## src/sv/cstu_pkg.sv

```systemverilog
`timescale 1ns / 1ps
// ----------------------------------------------------------------------------
// Counting semaphore table package
// Shared codes, widths and types for the semaphore table front, queue and back.
// ----------------------------------------------------------------------------
package cstu_pkg;

  localparam int SEM_W          = 3;
  localparam int MAX_SEMS       = 8;
  localparam int SEMS_IN_USE_W  = 4;
  localparam int CFG_IDX_W      = 2;
  localparam int CFG_DATA_W     = 64;
  localparam int COUNT_BYTE     = 8;
  localparam int CNT_W          = 10;
  localparam int CNT_OUT_W      = 9;
  localparam int CNT_CEIL       = 255;
  localparam int QUEUE_SLOTS    = 2;

  localparam logic [SEMS_IN_USE_W-1:0] SEMS_IN_USE_RST = 4'd8;

  typedef enum logic [0:0] {
    CMD_WAIT   = 1'b0,
    CMD_SIGNAL = 1'b1
  } cmd_e;

  typedef enum logic [1:0] {
    ST_OK         = 2'd0,
    ST_BLOCKED    = 2'd1,
    ST_NO_SEM     = 2'd2,
    ST_QUEUE_FULL = 2'd3
  } status_e;

  typedef enum logic [CFG_IDX_W-1:0] {
    CFG_SEMS_IN_USE = 2'd0,
    CFG_INIT_COUNTS = 2'd1
  } cfg_idx_e;

  typedef enum logic [0:0] {
    BK_EXEC = 1'b0,
    BK_RESP = 1'b1
  } back_state_e;

  typedef struct packed {
    logic                  valid;
    logic [CFG_IDX_W-1:0]  idx;
    logic [CFG_DATA_W-1:0] data;
  } cfg_wr_t;

  typedef struct packed {
    cmd_e             cmd;
    logic [SEM_W-1:0] sem;
    logic             bad;
  } item_cls_t;

endpackage

```

## src/sv/cstu_front.sv

```systemverilog
`timescale 1ns / 1ps
// ----------------------------------------------------------------------------
// Semaphore table front end
// Holds the in-use count and tags each incoming transaction with its command
// and whether the targeted semaphore exists.
// ----------------------------------------------------------------------------
module cstu_front #(
  parameter int NUM_SEMS = 8
) (
  input  logic                              clk_i,
  input  logic                              rst_ni,
  input  cstu_pkg::cfg_wr_t                 cfg_i,
  input  logic                              cmd_i,
  input  logic [cstu_pkg::SEM_W-1:0]        sem_index_i,
  output cstu_pkg::item_cls_t               cls_o
);
  import cstu_pkg::*;

  logic [SEMS_IN_USE_W-1:0] sems_in_use_q;
  logic [SEMS_IN_USE_W-1:0] sems_in_use_d;

  always_comb begin
    sems_in_use_d = sems_in_use_q;
    if (cfg_i.valid && (cfg_i.idx == CFG_SEMS_IN_USE)) begin
      sems_in_use_d = cfg_i.data[SEMS_IN_USE_W-1:0];
    end
  end

  always_ff @(posedge clk_i or negedge rst_ni) begin
    if (!rst_ni) begin
      sems_in_use_q <= SEMS_IN_USE_RST;
    end else begin
      sems_in_use_q <= sems_in_use_d;
    end
  end

  always_comb begin
    cls_o.cmd = cmd_e'(cmd_i);
    cls_o.sem = sem_index_i;
    cls_o.bad = ({1'b0, sem_index_i} >= sems_in_use_q) || (int'(sem_index_i) >= NUM_SEMS);
  end

endmodule

```

## src/sv/cstu_queue.sv

```systemverilog
`timescale 1ns / 1ps
// ----------------------------------------------------------------------------
// Semaphore table decoupling queue
// Short FIFO that carries tagged transactions from the front to the back end.
// ----------------------------------------------------------------------------
module cstu_queue #(
  parameter int WIDTH = 24
) (
  input  logic             clk_i,
  input  logic             rst_ni,
  input  logic             push_i,
  input  logic [WIDTH-1:0] data_i,
  output logic             full_o,
  input  logic             pop_i,
  output logic [WIDTH-1:0] data_o,
  output logic             empty_o
);
  import cstu_pkg::*;

  localparam int PTR_W = $clog2(QUEUE_SLOTS);
  localparam int CNT_W_Q = $clog2(QUEUE_SLOTS + 1);

  logic [WIDTH-1:0]   slot_q [QUEUE_SLOTS];
  logic [PTR_W-1:0]   wr_ptr_q, rd_ptr_q;
  logic [CNT_W_Q-1:0] level_q;
  logic               do_push, do_pop;

  assign full_o  = (level_q == CNT_W_Q'(QUEUE_SLOTS));
  assign empty_o = (level_q == '0);
  assign do_push = push_i && !full_o;
  assign do_pop  = pop_i && !empty_o;
  assign data_o  = slot_q[rd_ptr_q];

  always_ff @(posedge clk_i or negedge rst_ni) begin
    if (!rst_ni) begin
      wr_ptr_q <= '0;
      rd_ptr_q <= '0;
      level_q  <= '0;
    end else begin
      if (do_push) begin
        wr_ptr_q <= (wr_ptr_q == PTR_W'(QUEUE_SLOTS - 1)) ? '0 : wr_ptr_q + PTR_W'(1);
      end
      if (do_pop) begin
        rd_ptr_q <= (rd_ptr_q == PTR_W'(QUEUE_SLOTS - 1)) ? '0 : rd_ptr_q + PTR_W'(1);
      end
      if (do_push && !do_pop) begin
        level_q <= level_q + CNT_W_Q'(1);
      end else if (do_pop && !do_push) begin
        level_q <= level_q - CNT_W_Q'(1);
      end
    end
  end

  always_ff @(posedge clk_i) begin
    if (do_push) begin
      slot_q[wr_ptr_q] <= data_i;
    end
  end

endmodule

```

## src/sv/cstu_back.sv

```systemverilog
`timescale 1ns / 1ps
// ----------------------------------------------------------------------------
// Semaphore table back end
// Read-modify-write of one semaphore count and its wait queue per transaction,
// with the waiter store in a memory and a registered result stage.
// ----------------------------------------------------------------------------
module cstu_back #(
  parameter int NUM_SEMS    = 8,
  parameter int QUEUE_DEPTH = 16,
  parameter int PID_BITS    = 16
) (
  input  logic                              clk_i,
  input  logic                              rst_ni,
  input  cstu_pkg::cfg_wr_t                 cfg_i,
  input  logic                              q_empty_i,
  input  cstu_pkg::item_cls_t               q_cls_i,
  input  logic [PID_BITS-1:0]               q_pid_i,
  output logic                              q_pop_o,
  output logic                              out_valid_o,
  input  logic                              out_stall_i,
  output cstu_pkg::status_e                 status_o,
  output logic                              woken_valid_o,
  output logic [PID_BITS-1:0]               woken_pid_o,
  output logic [cstu_pkg::CNT_OUT_W-1:0]    count_after_o
);
  import cstu_pkg::*;

  localparam int SEMS      = (NUM_SEMS < MAX_SEMS) ? NUM_SEMS : MAX_SEMS;
  localparam int SIDX_W    = (SEMS > 1) ? $clog2(SEMS) : 1;
  localparam int PTR_W     = $clog2(QUEUE_DEPTH);
  localparam int FILL_W    = $clog2(QUEUE_DEPTH + 1);
  localparam int MEM_DEPTH = SEMS * QUEUE_DEPTH;
  localparam int ADDR_W    = $clog2(MEM_DEPTH);

  localparam logic signed [CNT_W-1:0] CNT_ZERO = '0;
  localparam logic signed [CNT_W-1:0] CNT_ONE  = CNT_W'(1);
  localparam logic signed [CNT_W-1:0] CNT_TOP  = CNT_W'(CNT_CEIL);

  logic signed [CNT_W-1:0] count_q [SEMS];
  logic [PTR_W-1:0]        head_q  [SEMS];
  logic [PTR_W-1:0]        tail_q  [SEMS];
  logic [FILL_W-1:0]       fill_q  [SEMS];
  logic [PID_BITS-1:0]     waiter_mem [MEM_DEPTH];
  logic [PID_BITS-1:0]     rdata_q;

  back_state_e state_q, state_d;
  logic        exec_go, load_out;

  logic [SIDX_W-1:0]       sel;
  logic signed [CNT_W-1:0] cnt, cnt_inc, cnt_nxt;
  logic [PTR_W-1:0]        head, tail, head_inc, tail_inc, head_nxt, tail_nxt, ptr;
  logic [FILL_W-1:0]       fill, fill_nxt;
  status_e                 res_status;
  logic                    res_wv, mem_we, mem_re;
  logic [CNT_OUT_W-1:0]    res_cnt;
  logic [ADDR_W-1:0]       mem_addr;

  status_e              res_status_q;
  logic                 res_wv_q;
  logic [CNT_OUT_W-1:0] res_cnt_q;

  logic                 out_valid_q;
  status_e              status_q;
  logic                 woken_valid_q;
  logic [PID_BITS-1:0]  woken_pid_q;
  logic [CNT_OUT_W-1:0] count_after_q;

  always_comb begin
    state_d  = state_q;
    exec_go  = 1'b0;
    load_out = 1'b0;
    unique case (state_q)
      BK_EXEC: begin
        if (!q_empty_i) begin
          exec_go = 1'b1;
          state_d = BK_RESP;
        end
      end
      BK_RESP: begin
        if (!out_valid_q || !out_stall_i) begin
          load_out = 1'b1;
          state_d  = BK_EXEC;
        end
      end
      default: state_d = BK_EXEC;
    endcase
  end

  assign q_pop_o = exec_go;

  always_comb begin
    sel      = q_cls_i.sem[SIDX_W-1:0];
    cnt      = count_q[sel];
    head     = head_q[sel];
    tail     = tail_q[sel];
    fill     = fill_q[sel];
    cnt_inc  = (cnt < CNT_TOP) ? cnt + CNT_ONE : cnt;
    head_inc = (head == PTR_W'(QUEUE_DEPTH - 1)) ? '0 : head + PTR_W'(1);
    tail_inc = (tail == PTR_W'(QUEUE_DEPTH - 1)) ? '0 : tail + PTR_W'(1);

    cnt_nxt    = cnt;
    head_nxt   = head;
    tail_nxt   = tail;
    fill_nxt   = fill;
    ptr        = tail;
    res_status = ST_OK;
    res_wv     = 1'b0;
    mem_we     = 1'b0;
    mem_re     = 1'b0;

    if (q_cls_i.bad) begin
      res_status = ST_NO_SEM;
    end else if (q_cls_i.cmd == CMD_WAIT) begin
      if (cnt > CNT_ZERO) begin
        cnt_nxt = cnt - CNT_ONE;
      end else if (fill == FILL_W'(QUEUE_DEPTH)) begin
        res_status = ST_QUEUE_FULL;
      end else begin
        mem_we     = exec_go;
        tail_nxt   = tail_inc;
        fill_nxt   = fill + FILL_W'(1);
        cnt_nxt    = cnt - CNT_ONE;
        res_status = ST_BLOCKED;
      end
    end else begin
      cnt_nxt = cnt_inc;
      if ((cnt_inc <= CNT_ZERO) && (fill != '0)) begin
        mem_re   = exec_go;
        ptr      = head;
        head_nxt = head_inc;
        fill_nxt = fill - FILL_W'(1);
        res_wv   = 1'b1;
      end
    end

    res_cnt  = q_cls_i.bad ? '0 : cnt_nxt[CNT_OUT_W-1:0];
    mem_addr = ADDR_W'(int'(sel) * QUEUE_DEPTH + int'(ptr));
  end

  always_ff @(posedge clk_i or negedge rst_ni) begin
    if (!rst_ni) begin
      state_q     <= BK_EXEC;
      out_valid_q <= 1'b0;
      for (int i = 0; i < SEMS; i++) begin
        count_q[i] <= '0;
        head_q[i]  <= '0;
        tail_q[i]  <= '0;
        fill_q[i]  <= '0;
      end
    end else begin
      state_q <= state_d;
      if (load_out) begin
        out_valid_q <= 1'b1;
      end else if (!out_stall_i) begin
        out_valid_q <= 1'b0;
      end
      if (cfg_i.valid && (cfg_i.idx == CFG_INIT_COUNTS)) begin
        for (int i = 0; i < SEMS; i++) begin
          count_q[i] <= CNT_W'(cfg_i.data[COUNT_BYTE*i +: COUNT_BYTE]);
          head_q[i]  <= '0;
          tail_q[i]  <= '0;
          fill_q[i]  <= '0;
        end
      end else if (exec_go && !q_cls_i.bad) begin
        count_q[sel] <= cnt_nxt;
        head_q[sel]  <= head_nxt;
        tail_q[sel]  <= tail_nxt;
        fill_q[sel]  <= fill_nxt;
      end
    end
  end

  always_ff @(posedge clk_i) begin
    if (mem_we) begin
      waiter_mem[mem_addr] <= q_pid_i;
    end
    if (mem_re) begin
      rdata_q <= waiter_mem[mem_addr];
    end
  end

  always_ff @(posedge clk_i) begin
    if (exec_go) begin
      res_status_q <= res_status;
      res_wv_q     <= res_wv;
      res_cnt_q    <= res_cnt;
    end
    if (load_out) begin
      status_q      <= res_status_q;
      woken_valid_q <= res_wv_q;
      woken_pid_q   <= res_wv_q ? rdata_q : '0;
      count_after_q <= res_cnt_q;
    end
  end

  assign out_valid_o   = out_valid_q;
  assign status_o      = status_q;
  assign woken_valid_o = woken_valid_q;
  assign woken_pid_o   = woken_pid_q;
  assign count_after_o = count_after_q;

endmodule

```

## src/sv/counting_semaphore_table_unit.sv

```systemverilog
`timescale 1ns / 1ps
// ----------------------------------------------------------------------------
// Counting semaphore table unit
// Table of counting semaphores, each with a FIFO of blocked process ids.
// ----------------------------------------------------------------------------
// Input channel (in_valid_i / in_stall_o) takes one wait or signal transaction
// with a semaphore index and caller pid. Output channel (out_valid_o /
// out_stall_i) returns exactly one result per transaction, in order: status,
// the woken pid for a signal that releases a waiter, and the count after.
// Configuration writes (cfg_valid_i / cfg_ready_o) set the number of
// semaphores in use (index 0) or reload all counts and empty all wait queues
// (index 1); issue them only while the unit is idle.
// The back end handles a transaction in an execute state, doing the count/queue
// read-modify-write with the waiter memory access and registering the result and
// memory read data, then in a response state that loads the output registers; it
// takes no new transaction before that. A two-entry queue decouples the front
// end, so input keeps flowing while a result waits; when out_stall_i holds, the
// back end stops after finishing its current transaction and the queue fills.
// Reset empties every wait queue, sets all counts to zero and eight semaphores
// in use; the waiter memory needs no clearing.
// ----------------------------------------------------------------------------
module counting_semaphore_table_unit #(
  parameter int NUM_SEMS    = 8,
  parameter int QUEUE_DEPTH = 16,
  parameter int PID_BITS    = 16
) (
  input  logic                                clk_i,
  input  logic                                rst_ni,
  input  logic                                cfg_valid_i,
  output logic                                cfg_ready_o,
  input  logic [cstu_pkg::CFG_IDX_W-1:0]      cfg_index_i,
  input  logic [cstu_pkg::CFG_DATA_W-1:0]     cfg_data_i,
  input  logic                                in_valid_i,
  output logic                                in_stall_o,
  input  logic                                cmd_i,
  input  logic [cstu_pkg::SEM_W-1:0]          sem_index_i,
  input  logic [PID_BITS-1:0]                 pid_i,
  output logic                                out_valid_o,
  input  logic                                out_stall_i,
  output cstu_pkg::status_e                   status_o,
  output logic                                woken_valid_o,
  output logic [PID_BITS-1:0]                 woken_pid_o,
  output logic [cstu_pkg::CNT_OUT_W-1:0]      count_after_o
);
  import cstu_pkg::*;

  localparam int Q_W = $bits(item_cls_t) + PID_BITS;

  cfg_wr_t             cfg;
  item_cls_t           front_cls, q_cls;
  logic [PID_BITS-1:0] q_pid;
  logic [Q_W-1:0]      q_din, q_dout;
  logic                q_full, q_empty, q_pop;

  assign cfg_ready_o = 1'b1;
  assign cfg.valid   = cfg_valid_i && cfg_ready_o;
  assign cfg.idx     = cfg_index_i;
  assign cfg.data    = cfg_data_i;

  cstu_front #(
    .NUM_SEMS (NUM_SEMS)
  ) u_front (
    .clk_i       (clk_i),
    .rst_ni      (rst_ni),
    .cfg_i       (cfg),
    .cmd_i       (cmd_i),
    .sem_index_i (sem_index_i),
    .cls_o       (front_cls)
  );

  assign q_din      = {front_cls, pid_i};
  assign in_stall_o = q_full;

  cstu_queue #(
    .WIDTH (Q_W)
  ) u_queue (
    .clk_i   (clk_i),
    .rst_ni  (rst_ni),
    .push_i  (in_valid_i),
    .data_i  (q_din),
    .full_o  (q_full),
    .pop_i   (q_pop),
    .data_o  (q_dout),
    .empty_o (q_empty)
  );

  assign {q_cls, q_pid} = q_dout;

  cstu_back #(
    .NUM_SEMS    (NUM_SEMS),
    .QUEUE_DEPTH (QUEUE_DEPTH),
    .PID_BITS    (PID_BITS)
  ) u_back (
    .clk_i         (clk_i),
    .rst_ni        (rst_ni),
    .cfg_i         (cfg),
    .q_empty_i     (q_empty),
    .q_cls_i       (q_cls),
    .q_pid_i       (q_pid),
    .q_pop_o       (q_pop),
    .out_valid_o   (out_valid_o),
    .out_stall_i   (out_stall_i),
    .status_o      (status_o),
    .woken_valid_o (woken_valid_o),
    .woken_pid_o   (woken_pid_o),
    .count_after_o (count_after_o)
  );

  a_pid_zero_when_idle: assert property (@(posedge clk_i) disable iff (!rst_ni)
    out_valid_o && !woken_valid_o |-> woken_pid_o == '0)
    else $error("woken pid nonzero without a woken process");

  a_wake_only_ok: assert property (@(posedge clk_i) disable iff (!rst_ni)
    out_valid_o && woken_valid_o |-> status_o == ST_OK)
    else $error("woken process reported with non-ok status");

  a_no_sem_count: assert property (@(posedge clk_i) disable iff (!rst_ni)
    out_valid_o && (status_o == ST_NO_SEM) |-> count_after_o == '0 && !woken_valid_o)
    else $error("invalid semaphore result carries state");

  a_blocked_negative: assert property (@(posedge clk_i) disable iff (!rst_ni)
    out_valid_o && (status_o == ST_BLOCKED) |-> count_after_o[CNT_OUT_W-1])
    else $error("blocked caller with non-negative count");

endmodule
```

## config.mk

```make
export PLATFORM = sky130hd
export DESIGN_NAME = counting_semaphore_table_unit
export DESIGN_NICKNAME = d
export VERILOG_FILES = /design/src/sv/cstu_pkg.sv /design/src/sv/cstu_front.sv /design/src/sv/cstu_queue.sv /design/src/sv/cstu_back.sv /design/src/sv/counting_semaphore_table_unit.sv
export SDC_FILE = /design/constraint.sdc
export NUM_CORES = 2
export LEC_CHECK = 0
export ABC_AREA = 1
export BUFFER_PORTS_ARGS = -buffer_cell sky130_fd_sc_hd__buf_2
export CAP_MARGIN = 20
export CELL_PAD_IN_SITES_DETAIL_PLACEMENT = 2
export CELL_PAD_IN_SITES_GLOBAL_PLACEMENT = 2
export CORE_ASPECT_RATIO = 1.5
export CORE_UTILIZATION = 38
export CTS_CLUSTER_DIAMETER = 120
export DETAILED_ROUTE_END_ITERATION = 16
export PLACE_DENSITY_LB_ADDON = 0.05
export SYNTH_ARGS = -nofsm -noshare
export SYNTH_HDL_FRONTEND = slang
export SYNTH_SLANG_ARGS = --single-unit
```

## constraint.sdc

```tcl
create_clock -name clk_i -period 5.6 [get_ports clk_i]
set_input_delay 1.68 -clock clk_i [delete_from_list [all_inputs] [get_ports clk_i]]
set_output_delay 1.68 -clock clk_i [all_outputs]
set_load 0.005 [all_outputs]
```

==> metrics.md <==
| Metric | Value |
|---|---|
| Top post-synthesis cells by area | `edfxtp_1 (63%), nand2_1 (20%), dfrtp_1 (4.7%), nand3_1 (4.2%), buf_2 (1.3%)` |
| Total core area | `0.268 mm2` |
| Warnings from Yosys | `0` |
| Synthesized Nets | `10.3k` |
| Clock-pin slew on the worst setup and hold paths | `60 ps` |
| CP required | `~6400 ps` |
| Complex-gate fraction of the synthesized area | `under 10%` |
| Final Cell Area | `0.121 mm2` |
| Die Y | `638 um` |
| Initial drt markers | `4974` |
| Num Clock Sinks | `roughly 2.3k` |
| Io pins | `122` |
| Antenna-violating nets left | `0` |
| Total track usage | `29.7%` |
| Syn_area_per_cell | `10.1 um2` |
| Commonest non-fill, non-tap cell in the layout | `nand2_1` |
| Pin count of the biggest net entering global routing | `129` |
| Origin of the worst setup path | `u_queue.rd_ptr_q$_DFFE_PN0P_` |
| Reg2reg path depth | `33` |
| FF/Latch Area | `0.0693 mm2` |
| Min-Delay Path Class | `reg2reg` |
| Post-synth top area share | `62.8%` |
| Minimum clock period | `about 5500 ps` |
| FF+latch count, synth | `2340` |
| Die Width | `426 um` |
| FMAX | `181 MHz` |
| # DRC | `0` |
| Via-per-instance ratio | `5.41` |
| Status | `completed` |
| Max cap viols | `0` |
| Num CTS Buffers | `roughly 240` |
| Layout cells sized above 1 | `about an eighth` |
| First-pass GRT wire length | `591000 um` |
| H-Tree Depth | `4` |
| Peak fanout along the critical path | `30` |
| Vias in the first global route | `around 87k` |
| Peak supply drop | `630 uV` |
| Max transition margin | `17.1%` |
| Distinct cells, synth | `53` |
| WHS Path Cells | `0` |
| Tcrit/Tclk final | `just under 100%` |
| Cell Pwr Density | `453 mW/mm2` |
| Peak per-stage delay on the critical path | `470 ps` |
| WS Path Type | `reg2reg` |
| Area Overhead vs Synth | `18.3%` |
| Seq/Total Area, Yosys | `67.5%` |
| Synth Area in XOR/XNOR | `0.162%` |
| Reg2reg start | `u_queue.rd_ptr_q$_DFFE_PN0P_` |
| Setup repair after global routing missed its margin | `yes` |
| HPWL Detailed | `about 260000 um` |
| Final setup violation count | `0` |
| Per-cell routed wire length | `28.3 um` |
| Largest family of logic cells by synthesized area | `simple AND/OR/NAND/NOR gates` |
| Async SR Flop Fraction | `under 10%` |
| Final setup TNS | `0 ps` |
| Buffers on Ports | `120` |
| Most used cell, CP | `nand2_1` |
| Post-DP Area | `0.113 mm2` |
| Worst clock skew | `between 40 and 50 ps` |
| Root Driver | `clkbuf_16` |
| Fin. max-slew vios | `0` |
| Antenna violations before repair | `14` |
| CP top delay family | `simple AND/OR/NAND/NOR gates` |
| DR vias | `approximately 78k` |
| Multi-input gate area | `0.0293 mm2` |
| Nets | `around 11k` |
| Pwr Total | `55.0 mW` |
| Final WL | `about 400000 um` |
| Most frequently used flop master after synthesis | `edfxtp_1` |
| Reg2reg setup slack | `90 ps` |
| Worst-case clock buffer depth | `4` |
| Area share of fa/ha/maj cells after synthesis | `0.122%` |
| FILL cells | `27.8k` |
| Die Area | `0.272 mm2` |
| Crit path arrival time | `around 6300 ps` |
| Hold EP | `u_back.count_after_o[4]$_DFFE_PP_` |
| Post-synthesis mux area share | `less than 1%` |
| GPL Wtd Cong | `0.841` |
| Worst flop-to-flop path endpoint | `u_back.rdata_q[12]$_DFFE_PP_` |
| Static Leak | `50.1 nW` |
| Hold Startpoint | `u_back.res_cnt_q[4]$_SDFFCE_PP0P_` |
| TritonRoute pass-1 iters | `5` |
| Largest area contributor in the netlist | `edfxtp_1` |
| Syn Inst Count | `~10k` |
| # rows | `233` |
| Buffers & Inverters on Critical Path | `10` |
| Crit path max-delay cell type | `dfrtp_2` |
| Mapped Area | `0.103 mm2` |
| Clk Latency, worst-skew pair | `approximately 930 ps` |
| Critical Path End Type | `flop` |
| CTS tree | `yes` |
| Initial Util | `a little under two fifths` |
| Simple-gate share of the synthesized area | `25.6%` |
| EDFF count, synth | `2146` |
| Final Hold Viols | `0` |
| Type of origin of the critical path | `flop` |
| Commonest non-fill, non-tap cells in the layout | `nand2_1 (5349), edfxtp_1 (2146), nand3_1 (857)` |
| Slew @ Worst Pin | `around 1200 ps` |
| Grt total ovfl | `0` |
## report_power, final
| part | internal, mW | switching, mW | leakage (nW) | total [mW] |
|---|---|---|---|---|
| combinational | 4.14 | 12.1 | 24.4 | 16.2 |
| clock | 8.97 | 7.14 | 3.70 | 16.1 |
| sequential | 22.2 | 0.429 | 22.0 | 22.7 |
| total | 35.3 | 19.7 | 50.1 | 55.0 |
## layer usage
layer  share of wire, %  up-vias  global-route usage [%]
li1                   -    34900                       -
met5             0.0098        -                       0
met4                4.5        6                    11.9
met1                 39    41100                    34.9
met2                 53     1628                    54.9
met3                3.5      626                    2.82
## stage by stage
step | util, % | hold WS (ps) | cells | setup slack, ps
finish | 45.2 | 423 | 14500 | 85.4
global placement | 42.0 | 403 | 14000 | -828
CTS | 45.0 | 430 | 14400 | 1.21
floorplan | - | 400 | 10200 | 270
global route | 45.2 | 433 | 14500 | -26.7
detailed placement | 42.0 | 410 | 14000 | -1070
## what timing repair did
| item | CTS | global route |
|---|---|---|
| hold buffers | 0 | 0 |
| resized for setup | 42 | 60 |
| pin swaps | 5 | 19 |
| setup buffers | 8 | 24 |
| gates cloned | 3 | 6 |
| setup endpoints to repair | 1987 | 405 |
## area by class of cell
class	instances	area share, %
timing repair inverter	1	0.00721
clock inverter	148	1.09
inverter	196	0.653
tap	3525	3.63
clock buffer	287	5.12
antenna	6	0.0124
multi-input combinational	7043	24.1
sequential	2340	57.1
timing repair buffer	921	8.27
## synthesized netlist by cell type (3+ instances only)
cell type and n:
edfxtp_1 2146, a21oi_1 23, ha_1 10, buf_1 4, o21ai_2 3, clkinv_1 3, a22oi_1 73, nor2_1 336
xor2_1 17, nand2_4 6, nand3_1 858, inv_2 8, nand3b_1 3, nor4_1 3, a221oi_1 17, nor2_2 6
nand2_1 5389, buf_6 91, clkbuf_1 97, clkbuf_4 7, inv_1 182, nand2_2 11, buf_8 3, nand4_1 13
nor3_2 5, buf_4 131, o21ai_1 8, o21ai_0 160, buf_2 261, or2_2 3, nor3_1 10, dfrtp_1 193
o22ai_1 66
## cells by family after synthesis
logic type	after synthesis
flip-flops	2340
other	1
multiplexers	2
XOR/XNOR	19
buffers and inverters	790
AND/OR/NAND/NOR	6650
AO/OA/AOI/OAI	361
adder cells (fa/ha/maj)	10
## worst max-delay path by stage
stage / end / slack, ps / depth (start not counted)
after floorplan: u_back.waiter_mem[76][0]$_DFFE_PP_ / 270 / 33
after global placement: u_back.rdata_q[15]$_DFFE_PP_ / -830 / 32
after detailed placement: u_back.rdata_q[15]$_DFFE_PP_ / -1070 / 32
after CTS: u_back.rdata_q[8]$_DFFE_PP_ / 1 / 32
after global routing: u_back.rdata_q[4]$_DFFE_PP_ / -30 / 39
final: u_back.rdata_q[12]$_DFFE_PP_ / 90 / 33
## state kept, by name, indices dropped and copies added, names as in the netlist
register and flops:
u_back.res_status_q 2, u_queue.rd_ptr_q 1, u_back.count_q 80, u_back.out_valid_o 1
u_back.state_q 1, u_back.res_cnt_q 9, u_back.status_o 2, u_queue.wr_ptr_q 1
u_back.head_q 32, u_back.woken_valid_o 1, u_back.tail_q 32, u_back.rdata_q 16
u_back.waiter_mem 2048, u_queue.slot_q 42, u_queue.level_q 2, u_back.res_wv_q 1
u_back.count_after_o 9, u_front.sems_in_use_q 4, u_back.fill_q 40, u_back.woken_pid_o 16
(Power assumes the default switching activity.)
